<file path="src/rtl/ehgc_pkg.sv">
// ----------------------------------------------------------------------------
// ehgc_pkg
// Shared types and constants for the entropy health / GHASH conditioner.
// ----------------------------------------------------------------------------
package ehgc_pkg;

   localparam logic [2:0] STATUS_ABSORBED = 3'd0;
   localparam logic [2:0] STATUS_EMITTED  = 3'd1;
   localparam logic [2:0] STATUS_REP_FAIL = 3'd2;
   localparam logic [2:0] STATUS_APT_FAIL = 3'd3;
   localparam logic [2:0] STATUS_REJECTED = 3'd4;

   localparam logic [7:0] POLY_LOW = 8'h87;
   localparam int unsigned MUL_DIGIT = 8;
   localparam int unsigned MUL_STEPS = 128 / MUL_DIGIT;

   localparam logic [2:0] REG_KEY_LOW  = 3'd0;
   localparam logic [2:0] REG_KEY_HIGH = 3'd1;
   localparam logic [2:0] REG_SEED_LOW = 3'd2;
   localparam logic [2:0] REG_SEED_HIGH = 3'd3;
   localparam logic [2:0] REG_REP_CUT  = 3'd4;
   localparam logic [2:0] REG_APT_CUT  = 3'd5;

   // controller -> datapath
   typedef struct packed {
      logic load;      // capture sample, xor into accumulator operand
      logic step;      // one multiply digit
      logic commit;    // write product back to accumulator
   } dp_cmd_type;

   // datapath -> controller
   typedef struct packed {
      logic last_step;
   } dp_status_type;

endpackage

</file>
<file path="src/rtl/ehgc_stream_if.sv">
// ----------------------------------------------------------------------------
// ehgc_stream_if
// Valid/ready channel carrying a generic payload.
// ----------------------------------------------------------------------------
interface ehgc_stream_if #(parameter int unsigned WIDTH = 128);
   logic             valid;
   logic             ready;
   logic [WIDTH-1:0] data;
   modport source (output valid, output data, input ready);
   modport sink   (input valid, input data, output ready);
endinterface

</file>
<file path="src/rtl/ehgc_datapath.sv">
// ----------------------------------------------------------------------------
// ehgc_datapath
// Accumulator and digit-serial GF(2^128) multiplier, 8 accumulator-operand bits/cycle.
// ----------------------------------------------------------------------------
module ehgc_datapath (
   input  logic                   clock,
   input  logic                   reset,
   input  ehgc_pkg::dp_cmd_type   cmd,
   output ehgc_pkg::dp_status_type stat,
   input  logic [127:0]           sample,
   input  logic [127:0]           key,
   input  logic                   seed_lo_we,
   input  logic                   seed_hi_we,
   input  logic [63:0]            seed_data,
   output logic [127:0]           acc
);
   import ehgc_pkg::*;

   logic [127:0] acc_ff, acc_in;
   logic [127:0] opa_ff, opa_in;
   logic [127:0] z_ff, z_in;
   logic [3:0]   cnt_ff, cnt_in;
   logic [127:0] z_step;

   // Horner over one digit: z = z*x ^ (bit? key) for 8 bits, msb first.
   always_comb begin
      logic [127:0] z;
      z = z_ff;
      for (int b = MUL_DIGIT - 1; b >= 0; b--) begin
         z = {z[126:0], 1'b0} ^ (z[127] ? {120'd0, POLY_LOW} : 128'd0);
         if (opa_ff[120 + b]) z = z ^ key;
      end
      z_step = z;
   end

   always_comb begin
      acc_in = acc_ff;
      opa_in = opa_ff;
      z_in   = z_ff;
      cnt_in = cnt_ff;
      if (cmd.load) begin
         opa_in = acc_ff ^ sample;
         z_in   = '0;
         cnt_in = '0;
      end else if (cmd.step) begin
         z_in   = z_step;
         opa_in = {opa_ff[119:0], 8'd0};
         cnt_in = cnt_ff + 4'd1;
      end
      if (cmd.commit) acc_in = z_ff;
      if (seed_lo_we) acc_in[63:0]   = seed_data;
      if (seed_hi_we) acc_in[127:64] = seed_data;
   end

   always_ff @(posedge clock) begin
      opa_ff <= opa_in;
      z_ff   <= z_in;
      if (reset) begin
         acc_ff <= '0;
         cnt_ff <= '0;
      end else begin
         acc_ff <= acc_in;
         cnt_ff <= cnt_in;
      end
   end

   assign stat.last_step = (cnt_ff == 4'(MUL_STEPS - 1));
   assign acc = acc_ff;
endmodule

</file>
<file path="src/rtl/ehgc_controller.sv">
// ----------------------------------------------------------------------------
// ehgc_controller
// Health tests, sequencing of the multiplier and the result register.
// ----------------------------------------------------------------------------
module ehgc_controller #(
   parameter int unsigned WINDOW_SIZE = 512,
   parameter int unsigned EMIT_RATIO  = 8
) (
   input  logic                    clock,
   input  logic                    reset,
   input  logic                    req_valid,
   output logic                    req_ready,
   input  logic [7:0]              health_byte,
   input  logic [7:0]              rep_cut,
   input  logic [9:0]              apt_cut,
   output ehgc_pkg::dp_cmd_type    cmd,
   input  ehgc_pkg::dp_status_type stat,
   input  logic [127:0]            acc,
   output logic                    rsp_valid,
   input  logic                    rsp_ready,
   output logic [2:0]              rsp_status,
   output logic [127:0]            rsp_block
);
   import ehgc_pkg::*;

   localparam int unsigned PW = $clog2(WINDOW_SIZE);
   localparam int unsigned EW = (EMIT_RATIO > 1) ? $clog2(EMIT_RATIO) : 1;

   localparam logic [1:0] ST_IDLE = 2'd0;
   localparam logic [1:0] ST_MUL  = 2'd1;
   localparam logic [1:0] ST_DONE = 2'd2;

   logic [1:0]    state_ff, state_in;
   logic [7:0]    last_ff, last_in, run_ff, run_in, ref_ff, ref_in;
   logic [PW-1:0] pos_ff, pos_in;
   logic [9:0]    match_ff, match_in;
   logic          fail_ff, fail_in;
   logic [EW-1:0] pass_ff, pass_in;
   logic          ovld_ff, ovld_in;
   logic [2:0]    ost_ff, ost_in;
   logic [127:0]  oblk_ff, oblk_in;
   logic          post_ff;
   logic          out_free, acc_take;

   // no new request while the result of the last pass is being loaded
   assign out_free  = !ovld_ff || rsp_ready;
   assign req_ready = (state_ff == ST_IDLE) && out_free && !post_ff;
   assign acc_take  = req_valid && req_ready;

   always_comb begin
      logic [2:0] r;
      state_in = state_ff;
      last_in = last_ff; run_in = run_ff; ref_in = ref_ff;
      pos_in = pos_ff; match_in = match_ff; fail_in = fail_ff;
      pass_in = pass_ff;
      ovld_in = ovld_ff && !rsp_ready;
      ost_in = ost_ff; oblk_in = oblk_ff;
      cmd = '0;
      r = STATUS_ABSORBED;
      unique case (state_ff)
         ST_IDLE: begin
            if (acc_take) begin
               if (fail_ff) begin
                  r = STATUS_REJECTED;
               end else begin
                  // repetition count test
                  if (health_byte == last_ff) begin
                     if (run_ff != 8'hff) run_in = run_ff + 8'd1;
                     if (run_in >= rep_cut) r = STATUS_REP_FAIL;
                  end else begin
                     last_in = health_byte;
                     run_in  = 8'd1;
                  end
                  // adaptive proportion test
                  if (r == STATUS_ABSORBED) begin
                     if (pos_ff == '0) begin
                        ref_in   = health_byte;
                        match_in = 10'd1;
                     end else if (health_byte == ref_ff) begin
                        if (match_ff != 10'h3ff) match_in = match_ff + 10'd1;
                        if (match_in >= apt_cut) r = STATUS_APT_FAIL;
                     end
                     if (r == STATUS_ABSORBED)
                        pos_in = (pos_ff == PW'(WINDOW_SIZE - 1)) ? '0 : pos_ff + 1'b1;
                  end
               end
               if (r == STATUS_ABSORBED) begin
                  cmd.load = 1'b1;
                  state_in = ST_MUL;
               end else begin
                  if (r != STATUS_REJECTED) fail_in = 1'b1;
                  ovld_in = 1'b1;
                  ost_in  = r;
                  oblk_in = '0;
               end
            end
         end
         ST_MUL: begin
            cmd.step = 1'b1;
            if (stat.last_step) state_in = ST_DONE;
         end
         ST_DONE: begin
            cmd.commit = 1'b1;
            state_in   = ST_IDLE;
         end
         default: state_in = ST_IDLE;
      endcase

      // result written the cycle after commit (acc then holds the product)
      if (post_ff) begin
         ovld_in = 1'b1;
         if (pass_ff == EW'(EMIT_RATIO - 1) || EMIT_RATIO == 1) begin
            pass_in = '0;
            ost_in  = STATUS_EMITTED;
            oblk_in = acc;
         end else begin
            pass_in = pass_ff + 1'b1;
            ost_in  = STATUS_ABSORBED;
            oblk_in = '0;
         end
      end
   end

   always_ff @(posedge clock) begin
      ost_ff  <= ost_in;
      oblk_ff <= oblk_in;
      if (reset) begin
         state_ff <= ST_IDLE;
         last_ff <= '0; run_ff <= '0; ref_ff <= '0;
         pos_ff <= '0; match_ff <= '0; fail_ff <= 1'b0;
         pass_ff <= '0; ovld_ff <= 1'b0; post_ff <= 1'b0;
      end else begin
         state_ff <= state_in;
         last_ff <= last_in; run_ff <= run_in; ref_ff <= ref_in;
         pos_ff <= pos_in; match_ff <= match_in; fail_ff <= fail_in;
         pass_ff <= pass_in; ovld_ff <= ovld_in;
         post_ff <= (state_ff == ST_DONE);
      end
   end

   assign rsp_valid  = ovld_ff;
   assign rsp_status = ost_ff;
   assign rsp_block  = oblk_ff;
endmodule

</file>
<file path="src/rtl/entropy_health_ghash_conditioner.sv">
// ----------------------------------------------------------------------------
// entropy_health_ghash_conditioner
// Health-tested noise conditioner with a GF(2^128) hash accumulator.
// ----------------------------------------------------------------------------
// Each request is a 128-bit raw sample; its low byte runs a repetition count
// test and an adaptive proportion test over WINDOW_SIZE bytes. Any failure
// latches and later requests answer "rejected". A passing sample is XORed
// into the accumulator and multiplied by key H modulo x^128+x^7+x^2+x+1, and
// every EMIT_RATIO-th pass returns the block. A rejected or failing request
// is answered straight from idle; a passing one runs through accept, 16
// multiplier digits of 8 accumulator-operand bits, commit and result load
// before the next request. One result stage decouples the response side. CSR
// writes only while idle; seed writes reload that half of the accumulator.
module entropy_health_ghash_conditioner #(
   parameter int unsigned WINDOW_SIZE = 512,
   parameter int unsigned EMIT_RATIO  = 8
) (
   input  logic        clock,
   input  logic        reset,
   ehgc_stream_if.sink   req,
   ehgc_stream_if.source rsp,
   input  logic        csr_psel,
   input  logic        csr_penable,
   input  logic        csr_pwrite,
   input  logic [5:0]  csr_paddr,
   input  logic [63:0] csr_pwdata,
   output logic [63:0] csr_prdata,
   output logic        csr_pready
);
   import ehgc_pkg::*;

   // request payload {sample_high, sample_low}; response {status, high, low}
   logic [63:0] key_lo_ff, key_hi_ff, seed_lo_ff, seed_hi_ff;
   logic [7:0]  rep_cut_ff;
   logic [9:0]  apt_cut_ff;
   logic        wr;
   logic [2:0]  idx;
   logic [127:0] acc, blk;
   logic [2:0]  st;
   dp_cmd_type    cmd;
   dp_status_type stat;

   assign csr_pready = 1'b1;
   assign wr  = csr_psel && csr_penable && csr_pwrite;
   assign idx = csr_paddr[5:3];

   always_ff @(posedge clock) begin
      if (reset) begin
         key_lo_ff <= '0; key_hi_ff <= '0; seed_lo_ff <= '0; seed_hi_ff <= '0;
         rep_cut_ff <= 8'd21; apt_cut_ff <= 10'd410;
      end else if (wr) begin
         unique case (idx)
            REG_KEY_LOW:   key_lo_ff  <= csr_pwdata;
            REG_KEY_HIGH:  key_hi_ff  <= csr_pwdata;
            REG_SEED_LOW:  seed_lo_ff <= csr_pwdata;
            REG_SEED_HIGH: seed_hi_ff <= csr_pwdata;
            REG_REP_CUT:   rep_cut_ff <= csr_pwdata[7:0];
            REG_APT_CUT:   apt_cut_ff <= csr_pwdata[9:0];
            default: ;
         endcase
      end
   end

   always_comb begin
      unique case (idx)
         REG_KEY_LOW:   csr_prdata = key_lo_ff;
         REG_KEY_HIGH:  csr_prdata = key_hi_ff;
         REG_SEED_LOW:  csr_prdata = seed_lo_ff;
         REG_SEED_HIGH: csr_prdata = seed_hi_ff;
         REG_REP_CUT:   csr_prdata = {56'd0, rep_cut_ff};
         REG_APT_CUT:   csr_prdata = {54'd0, apt_cut_ff};
         default:       csr_prdata = '0;
      endcase
   end

   ehgc_datapath u_dp (
      .clock, .reset, .cmd, .stat,
      .sample     (req.data),
      .key        ({key_hi_ff, key_lo_ff}),
      .seed_lo_we (wr && idx == REG_SEED_LOW),
      .seed_hi_we (wr && idx == REG_SEED_HIGH),
      .seed_data  (csr_pwdata),
      .acc
   );

   ehgc_controller #(.WINDOW_SIZE(WINDOW_SIZE), .EMIT_RATIO(EMIT_RATIO)) u_ctl (
      .clock, .reset,
      .req_valid   (req.valid),
      .req_ready   (req.ready),
      .health_byte (req.data[7:0]),
      .rep_cut     (rep_cut_ff),
      .apt_cut     (apt_cut_ff),
      .cmd, .stat, .acc,
      .rsp_valid   (rsp.valid),
      .rsp_ready   (rsp.ready),
      .rsp_status  (st),
      .rsp_block   (blk)
   );

   assign rsp.data = {st, blk};
endmodule

</file>
<file path="src/flat_wrapper.sv">
// flat-port wrapper written by rule: the top's interface ports become plain ports
module entropy_health_ghash_conditioner_flat import ehgc_pkg::*;
#(
   parameter int unsigned WINDOW_SIZE = 512,
   parameter int unsigned EMIT_RATIO  = 8
)
  (clock, reset, csr_psel, csr_penable, csr_pwrite, csr_paddr, csr_pwdata, csr_prdata, csr_pready, req_valid, req_data, req_ready, rsp_valid, rsp_data, rsp_ready);
  ehgc_stream_if #(.WIDTH(128)) req_i ();
  ehgc_stream_if #(.WIDTH((131))) rsp_i ();
  input  logic clock;
  input  logic reset;
  input  logic csr_psel;
  input  logic csr_penable;
  input  logic csr_pwrite;
  input  logic [5:0] csr_paddr;
  input  logic [63:0] csr_pwdata;
  output logic [63:0] csr_prdata;
  output logic csr_pready;
  input wire logic [$bits(req_i.valid)-1:0] req_valid;
  input wire logic [$bits(req_i.data)-1:0] req_data;
  output wire logic [$bits(req_i.ready)-1:0] req_ready;
  output wire logic [$bits(rsp_i.valid)-1:0] rsp_valid;
  output wire logic [$bits(rsp_i.data)-1:0] rsp_data;
  input wire logic [$bits(rsp_i.ready)-1:0] rsp_ready;
  assign req_i.valid = req_valid;
  assign req_i.data = req_data;
  assign req_ready = req_i.ready;
  assign rsp_valid = rsp_i.valid;
  assign rsp_data = rsp_i.data;
  assign rsp_i.ready = rsp_ready;
  entropy_health_ghash_conditioner #(.WINDOW_SIZE(WINDOW_SIZE), .EMIT_RATIO(EMIT_RATIO)) u_core (.clock(clock), .reset(reset), .req(req_i), .rsp(rsp_i), .csr_psel(csr_psel), .csr_penable(csr_penable), .csr_pwrite(csr_pwrite), .csr_paddr(csr_paddr), .csr_pwdata(csr_pwdata), .csr_prdata(csr_prdata), .csr_pready(csr_pready));
endmodule
</file>
<file path="config.mk">
export PLATFORM = sky130hd
export DESIGN_NAME = entropy_health_ghash_conditioner_flat
export DESIGN_NICKNAME = d
export VERILOG_FILES = /design/src/rtl/ehgc_pkg.sv /design/src/rtl/ehgc_stream_if.sv /design/src/rtl/ehgc_datapath.sv /design/src/rtl/ehgc_controller.sv /design/src/rtl/entropy_health_ghash_conditioner.sv /design/src/flat_wrapper.sv
export SDC_FILE = /design/constraint.sdc
export NUM_CORES = 2
export LEC_CHECK = 0
export BUFFER_PORTS_ARGS = -buffer_cell sky130_fd_sc_hd__buf_4
export CORE_ASPECT_RATIO = 2
export CORE_MARGIN = 3
export CORE_UTILIZATION = 40
export CTS_CLUSTER_DIAMETER = 40
export DETAILED_ROUTE_END_ITERATION = 12
export PLACE_DENSITY = 0.66
export SLEW_MARGIN = 10
export SYNTH_ARGS = -nofsm -noshare
export SYNTH_HDL_FRONTEND = slang
export SYNTH_SLANG_ARGS = --single-unit
</file>
<file path="constraint.sdc">
create_clock -name clock -period 12.7 [get_ports clock]
set_input_delay 2.54 -clock clock [delete_from_list [all_inputs] [get_ports clock]]
set_output_delay 2.54 -clock clock [all_outputs]
set_load 0.05 [all_outputs]
</file>
### After elaboration in Yosys (flattened, before gate mapping)

Cells that the tools add are included.

* register bits after elaboration: 844
* input port bits: 205
* output and inout bits: 198
* logic and storage cells: 186

* add/subtract/negate cells: 5
* magnitude comparators: 2
* eq/ne operators: 19
* muxes and demuxes: 78
* bitwise logic cells: 20
* reduce and logical (&&, ||, !) cells: 39

Operators by type and width (number)
* 2-to-1 mux 128 bit: 16
* bitwise XOR 128 bit: 10
* bitwise XOR 128 x 8 -> 128 bit: 7
* case mux 64 bit (6 select lines): 1
* 2-to-1 mux 64 bit: 2
* 2-to-1 mux 8 bit: 14
* 2-to-1 mux 10 bit: 9
* 2-to-1 mux 3 bit: 19
* equality test 8 bit: 2
* AND reduction 5 bit: 3
* logical NOT 3 bit: 4
* AND reduction 2 bit: 6
* nonzero test 2 bit: 6
* adder 10 x 1 -> 10 bit (second input constant): 1
* greater-or-equal comparator 10 bit: 1
* 2-to-1 mux 1 bit: 10
* 2-to-1 mux 2 bit: 5
* != test 10 bit (second input constant): 1
* adder 9 x 1 -> 9 bit (second input constant): 1
* equality test 3 bit (second input constant): 3
* equality test 9 bit (second input constant): 1
* logical NOT 9 bit: 1
* 2-to-1 mux 9 bit: 1
* AND reduction 3 bit: 3
* 21 further kinds: 36

### Depth between registers and ports, before layout

* depth after elaboration: 35
* gate-level depth with buffers: 17
* mapped depth without buffers: 13

### By module

A second synthesis with hierarchy kept.

* cell total of the unflattened synthesis: 5758
* area total of the unflattened synthesis: 52133.8 um^2

By module, submodules not included
* ehgc_datapath: instances 1, cells each 3843, area an instance 31064.8 um^2, seq. area each 9048.7 um^2
* entropy_health_ghash_conditioner: instances 1, cells each 1258, area an instance 12941.2 um^2, seq. area each 5485.3 um^2
* ehgc_controller: instances 1, cells each 657, area an instance 8127.8 um^2, seq. area each 4954.8 um^2

### Least setup slack after synthesis

OpenSTA, ideal clock, no wires.

* path type: input to register
* from: input req_data[4]
* to: register u_core.u_ctl.oblk_ff[0], in the netlist u_core.u_ctl.rsp_block[0], enable pin
* library setup time: 665 ps
* data arrival time: 10020 ps
* data required time: 12035 ps
* slack: 2016 ps
* stages on the path: 7
* buffers on the path: 1
* cell sequence: clkbuf_2 -> xor2_1 -> nor4_1 -> nand2_1 -> nor2_4 -> a21oi_1 -> a21oi_1

* word-level cells in the longest chain between the ends: 19
* elaborated cells on any way between the ends: 21
* classes of those cells: 3 x eq/ne; 15 x mux; 3 x reduce/logical

RTL lines
* start, declared: RTL line flat_wrapper.sv:20 `input wire logic [$bits(req_i.data)-1:0] req_data;`
* equality test 8 bit: RTL line ehgc_controller.sv:67 `if (health_byte == last_ff) begin`
* 2-to-1 mux 2 bit: RTL line ehgc_controller.sv:67
* 2-to-1 mux 3 bit: RTL line ehgc_controller.sv:63 `if (fail_ff) begin`
* 2-to-1 mux 3 bit: RTL line ehgc_controller.sv:62 `if (acc_take) begin`
* 2-to-1 mux 3 bit: RTL line ehgc_controller.sv:60 `unique case (state_ff)`
* 2-to-1 mux 3 bit: RTL line ehgc_controller.sv:81 `if (match_in >= apt_cut) r = STATUS_APT_FAIL;`
* 2-to-1 mux 3 bit: RTL line ehgc_controller.sv:79 `end else if (health_byte == ref_ff) begin`
* 2-to-1 mux 3 bit: RTL line ehgc_controller.sv:76 `if (pos_ff == '0) begin`
* (+3 left out)
* 2-to-1 mux 3 bit: RTL line ehgc_controller.sv:60
* 2-to-1 mux 3 bit (*): RTL line ehgc_controller.sv:75 `if (r == STATUS_ABSORBED) begin`
* 2-to-1 mux 3 bit (*): RTL line ehgc_controller.sv:63
* 2-to-1 mux 3 bit (*): RTL line ehgc_controller.sv:62
* 2-to-1 mux 3 bit (*): RTL line ehgc_controller.sv:60
* logical NOT 3 bit (*): RTL line ehgc_controller.sv:87 `if (r == STATUS_ABSORBED) begin`
* != test 2 bit (no line) (*)
* AND reduction 3 bit (no line) (*)
* end signal, assigned: RTL line ehgc_controller.sv:126 `oblk_ff <= oblk_in;`
* end, declared: RTL line ehgc_controller.sv:41 `logic [127:0] oblk_ff, oblk_in;`

Every way passes the cells marked *; elsewhere a longest branch is shown, timed or not. The select of a mux whose other input is x is not followed.
A chain may end at the register's enable or synchronous reset.

### Final worst setup path

* from: input csr_paddr[4]
* to: output csr_prdata[24]

* word-level cells in the longest chain between the ends: 2
* elaborated cells on any way between the ends: 7
* classes of those cells: 5 x eq/ne; 1 x mux; 1 x reduce/logical

RTL lines
* start, declared: RTL line flat_wrapper.sv:15 `input logic [5:0] csr_paddr;`
* equality test 3 bit, or another cell as far along: RTL line entropy_health_ghash_conditioner.sv:65 `unique case (idx)`
* case mux 64 bit (6 select lines) (*): RTL line entropy_health_ghash_conditioner.sv:65
* end, declared: RTL line flat_wrapper.sv:17 `output logic [63:0] csr_prdata;`

Every way passes the cells marked *; elsewhere a longest branch is shown, timed or not.

==> results.py <==
metrics = {
    "run_status": {
        "status": "completed",
    },
    "pwr": {
        "power_uw": 6757,
        "leakagePower_uw": 0.02013,
        "ir_drop_mv": 0.08889,
        "power_density_nw_per_um2": 119.5,
    },
    "global_routing": {
        "antenna_found_initial": 7,
        "grt-ovfl-total": 0,
        "grt_pass1_vias": 40590,
        "grtUsageTotal_pct": 26.80,
        "grt_pass1_wl_mm": 263.1,
        "grt_max_degree": 129,
    },
    "timing": {
        "final_max_slew_viol_count": 0,
        "grt_setup_unrepaired": "false",
        "hold_viol": 0,
        "fin_crit_ns": 8.277,
        "max_clock_freq_mhz": 120.8,
        "setup_viol_count_final": 0,
        "skew_ns": 0.02547,
        "fin_setup_tns_ns": 0,
        "worst_pin_slew_ns": 1.306,
        "worst_slack_ns": 4.423,
        "relSlewSlack_pct": 12.28,
        "fin_crit_sh_pct": 65.18,
    },
    "place": {
        "place_congestion": 0.9257,
        "io_buffers": 398,
        "dpl.hpwl_mm": 121.2,
        "post-place-ws_ns": 4.479,
        "placed_cells": 7518,
    },
    "cts": {
        "max-clock-path-buffers": 3,
        "cts_setup_buffers": 0,
        "cts_made_buffers": 102,
        "postCtsHoldBufs": 0,
        "clock_sinks": 844,
        "h-tree-depth": 3,
        "root_buffer": "clkbuf_16",
        "cts_tree": "yes",
        "clk_pin_slew_worst_paths_ns": 0.06,
        "clk_latency_ns": 0.73,
        "cts-resized-gates": 0,
    },
    "routing": {
        "vias": 41690,
        "routed_wl_mm": 179.3,
        "drtPass1Iterations": 6,
        "remaining_drc_errors": 0,
        "wl_per_cell_um": 23.24,
        "antenna_left": 0,
        "vias_per_cell": 5.404,
        "first_iter_violations": 3568,
    },
    "yosys": {
        "syn_nets": 6161,
        "yosys.area_share.xor_xnor_pct": 21.19,
        "synth-seq-area-share_pct": 39.17,
        "yosysTopAreaCell": "dfxtp_1",
        "synth_area_leaders": "dfxtp_1 (24%), edfxtp_1 (16%), nand2_1 (15%)",
        "avgSynthCellArea_um2": 8.391,
        "synth_top_area_share_pct": 23.54,
        "ys_warn_count": 0,
        "synth_cell_types": 65,
        "synth_edf_count": 259,
        "netlist_instances": 5930,
        "synth_seq_cells": 844,
        "syn_area_um2": 49760,
        "synth_simple_gate_area_share_pct": 18.43,
        "muxShareOfSynthArea_pct": 7.280,
        "synth-adder-area-share_pct": 0.6538,
        "ys.flop_type": "dfxtp_1",
        "async_reset_ff_share_pct": 0,
        "synth_compound_area_share_pct": 8.557,
        "synth_top_family_by_area": "XOR/XNOR gates",
    },
    "setup_path": {
        "path_common_cell": "buf_4",
        "path_delay_family": "simple AND/OR/NAND/NOR gates",
        "critPathLaunchType": "input port",
        "arrival_ns": 5.74,
        "worstPathMaxFanout": 31,
        "cp.depth": 7,
        "ff2ff_setup_slack_ns": 6.46,
        "crit_path_start": "csr_paddr[4]",
        "critPathKind": "in -> out",
        "r2r_start": "u_core.u_ctl.run_ff[0]",
        "endpoint": "csr_prdata[24]",
        "rr_worst_depth": 14,
        "endpoint_kind": "output pin",
        "cp_cell_sequence": "buf_4 -> nor2b_1 -> nor2b_4 -> buf_4 -> a22oi_1 -> nand2_1 -> buf_4",
        "rr_endpoint": "u_core.u_dp.opa_ff[18]",
        "crit_slowest_cell": "nor2b_4",
        "required_ns": 10.16,
        "crit_buf_inv": 3,
        "slowest_delay_ns": 1.07,
    },
    "floorplanning": {
        "coreArea_um2": 123200,
        "die-area_um2": 128900,
        "std_cell_rows": 182,
        "chipHeight_um": 504.8,
        "start_util_pct": 40.39,
        "ios": 403,
        "die_w_um": 255.4,
    },
    "cells_and_area": {
        "drive_above_1_share_pct": 14.74,
        "area_growth_pct": 13.64,
        "fin_nets": 6197,
        "fin_cells": 7715,
        "fillCellCount": 11940,
    },
    "hold_path": {
        "worstHoldPathType": "reg -> reg",
    },
    "job": {
        "cap_violations": 0,
    },
}
-- area by class of cell --
cell class | instances | area [µm²] | share of cell area, %
clock inverters | 70 | 732.0 | 1.294
diodes | 6 | 15.01 | 0.02655
well taps | 1656 | 2072 | 3.664
clock buffers | 121 | 2703 | 4.779
multi-input cells | 4549 | 28050 | 49.61
repair buffers | 442 | 3376 | 5.970
flip-flops and latches | 844 | 19490 | 34.47
inverters | 27 | 101.3 | 0.1792
-- through the flow --
step	hold slack [ns]	cell area (µm²)	utilization, %
after detailed placement	0.4460	53100	43.10
after CTS	0.4547	56530	45.89
final	0.4542	56550	45.90
after global routing	0.4650	56540	45.89
after floorplan	0.4329	49760	-
after global placement	0.4424	53100	43.10
-- power breakdown --
group,leakage (µW),switching [µW],internal (µW)
Clock,0.00169,1340,1660
Sequential,0.00726,132,2880
Combinational,0.0112,485,256
-- worst min path at each step --
stage | startpoint | to | cells after the start
2_1_floorplan | u_core.seed_hi_ff[1] | u_core.seed_hi_ff[1] | 2
3_3_place_gp | u_core.seed_lo_ff[40] | u_core.seed_lo_ff[40] | 2
3_5_place_dp | u_core.seed_hi_ff[60] | u_core.seed_hi_ff[60] | 2
4_1_cts | u_core.seed_hi_ff[60] | u_core.seed_hi_ff[60] | 2
5_1_grt | u_core.seed_hi_ff[38] | u_core.seed_hi_ff[38] | 2
6_report | u_core.seed_hi_ff[56] | u_core.seed_hi_ff[56] | 2
-- cell usage after synthesis (5+ instances only) --
cell,instances
o21ai_0,5
mux2_2,138
xor2_1,389
buf_12,11
a21oi_1,525
dfxtp_1,585
xnor2_1,805
a211oi_1,15
nor2_1,83
nand4_1,7
nor3_1,10
buf_6,11
a21o_1,6
o32ai_1,6
mux2_4,100
nand3_1,16
nand2b_1,10
mux2_1,15
inv_1,26
a221oi_1,8
and3_1,135
buf_4,8
a22oi_1,126
ha_1,26
edfxtp_1,259
clkbuf_1,380
mux2i_1,33
clkbuf_2,8
buf_1,68
nand2_1,2007
nand3b_1,7
buf_2,24
nor2b_1,9
-- logic make-up (layout without fill, tap and decap cells) --
kind of cell             Yosys count  count (layout)
other                              1               7
AO/OA/AOI/OAI                    732             732
flip-flops                       844             844
adder cells (fa/ha/maj)           26              26
multiplexers                     289             289
buffers and inverters            537             660
XOR/XNOR                        1198            1198
AND/OR/NAND/NOR                 2303            2303
-- worst reg2reg max path: cells and delay by family (launching register included) --
kind	cells	cell delay (ns)
xor gates and xnor gates	1	0.20
AOI/OAI and AO/OA	5	1.82
DFF	1	0.44
buffers and inverters	2	1.50
and+or+nand+nor	4	1.24
adders and majority gates	2	0.56
-- registers in the layout, summed over array words and instances (netlist names), 2 cells and up --
| register | count |
|---|---|
| u_core.key_lo_ff | 64 |
| u_core.u_ctl.rsp_status | 3 |
| u_core.u_ctl.ref_ff | 8 |
| u_core.u_ctl.state_ff | 2 |
| u_core.u_dp.opa_ff | 128 |
| u_core.u_ctl.match_ff | 10 |
| u_core.u_dp.cnt_ff | 4 |
| u_core.u_ctl.rsp_block | 128 |
| u_core.u_dp.z_ff | 128 |
| u_core.key_hi_ff | 64 |
| u_core.apt_cut_ff | 10 |
| u_core.u_ctl.pass_ff | 3 |
| u_core.rep_cut_ff | 8 |
| u_core.seed_hi_ff | 64 |
| u_core.u_ctl.pos_ff | 9 |
| u_core.u_dp.acc | 128 |
| u_core.seed_lo_ff | 64 |
| u_core.u_ctl.last_ff | 8 |
| u_core.u_ctl.run_ff | 8 |
-- metal layers --
metal,vias up,part of all wire (%),GRT usage [%]
li1,19300,-,-
met1,20010,36,29.98
met5,-,0.0095,0
met2,1876,48,45.62
met4,2,9.3,21.58
met3,510,6.1,3.567
-- placed cells by master, fill, tap and decap left out, types with 8 or more instances in the layout --
cell type and n:
nand2b_1 8, clkbuf_1 9, xnor2_1 805, dfxtp_1 584, mux2_4 100, clkinv_2 12
ha_1 25, nor2_1 82, clkinv_4 11, a211oi_1 15, nand3_1 16, a21oi_1 524
nand2_1 2002, a22oi_1 126, mux2_2 138, edfxtp_1 259, xor2_1 389, nor3_1 8
and3_1 134, buf_4 437, clkinv_8 8, mux2i_1 33, inv_6 15, inv_8 8
inv_1 26, a221oi_1 8, mux2_1 15, clkbuf_16 102
Note: power is estimated with default switching activity, not from simulation.
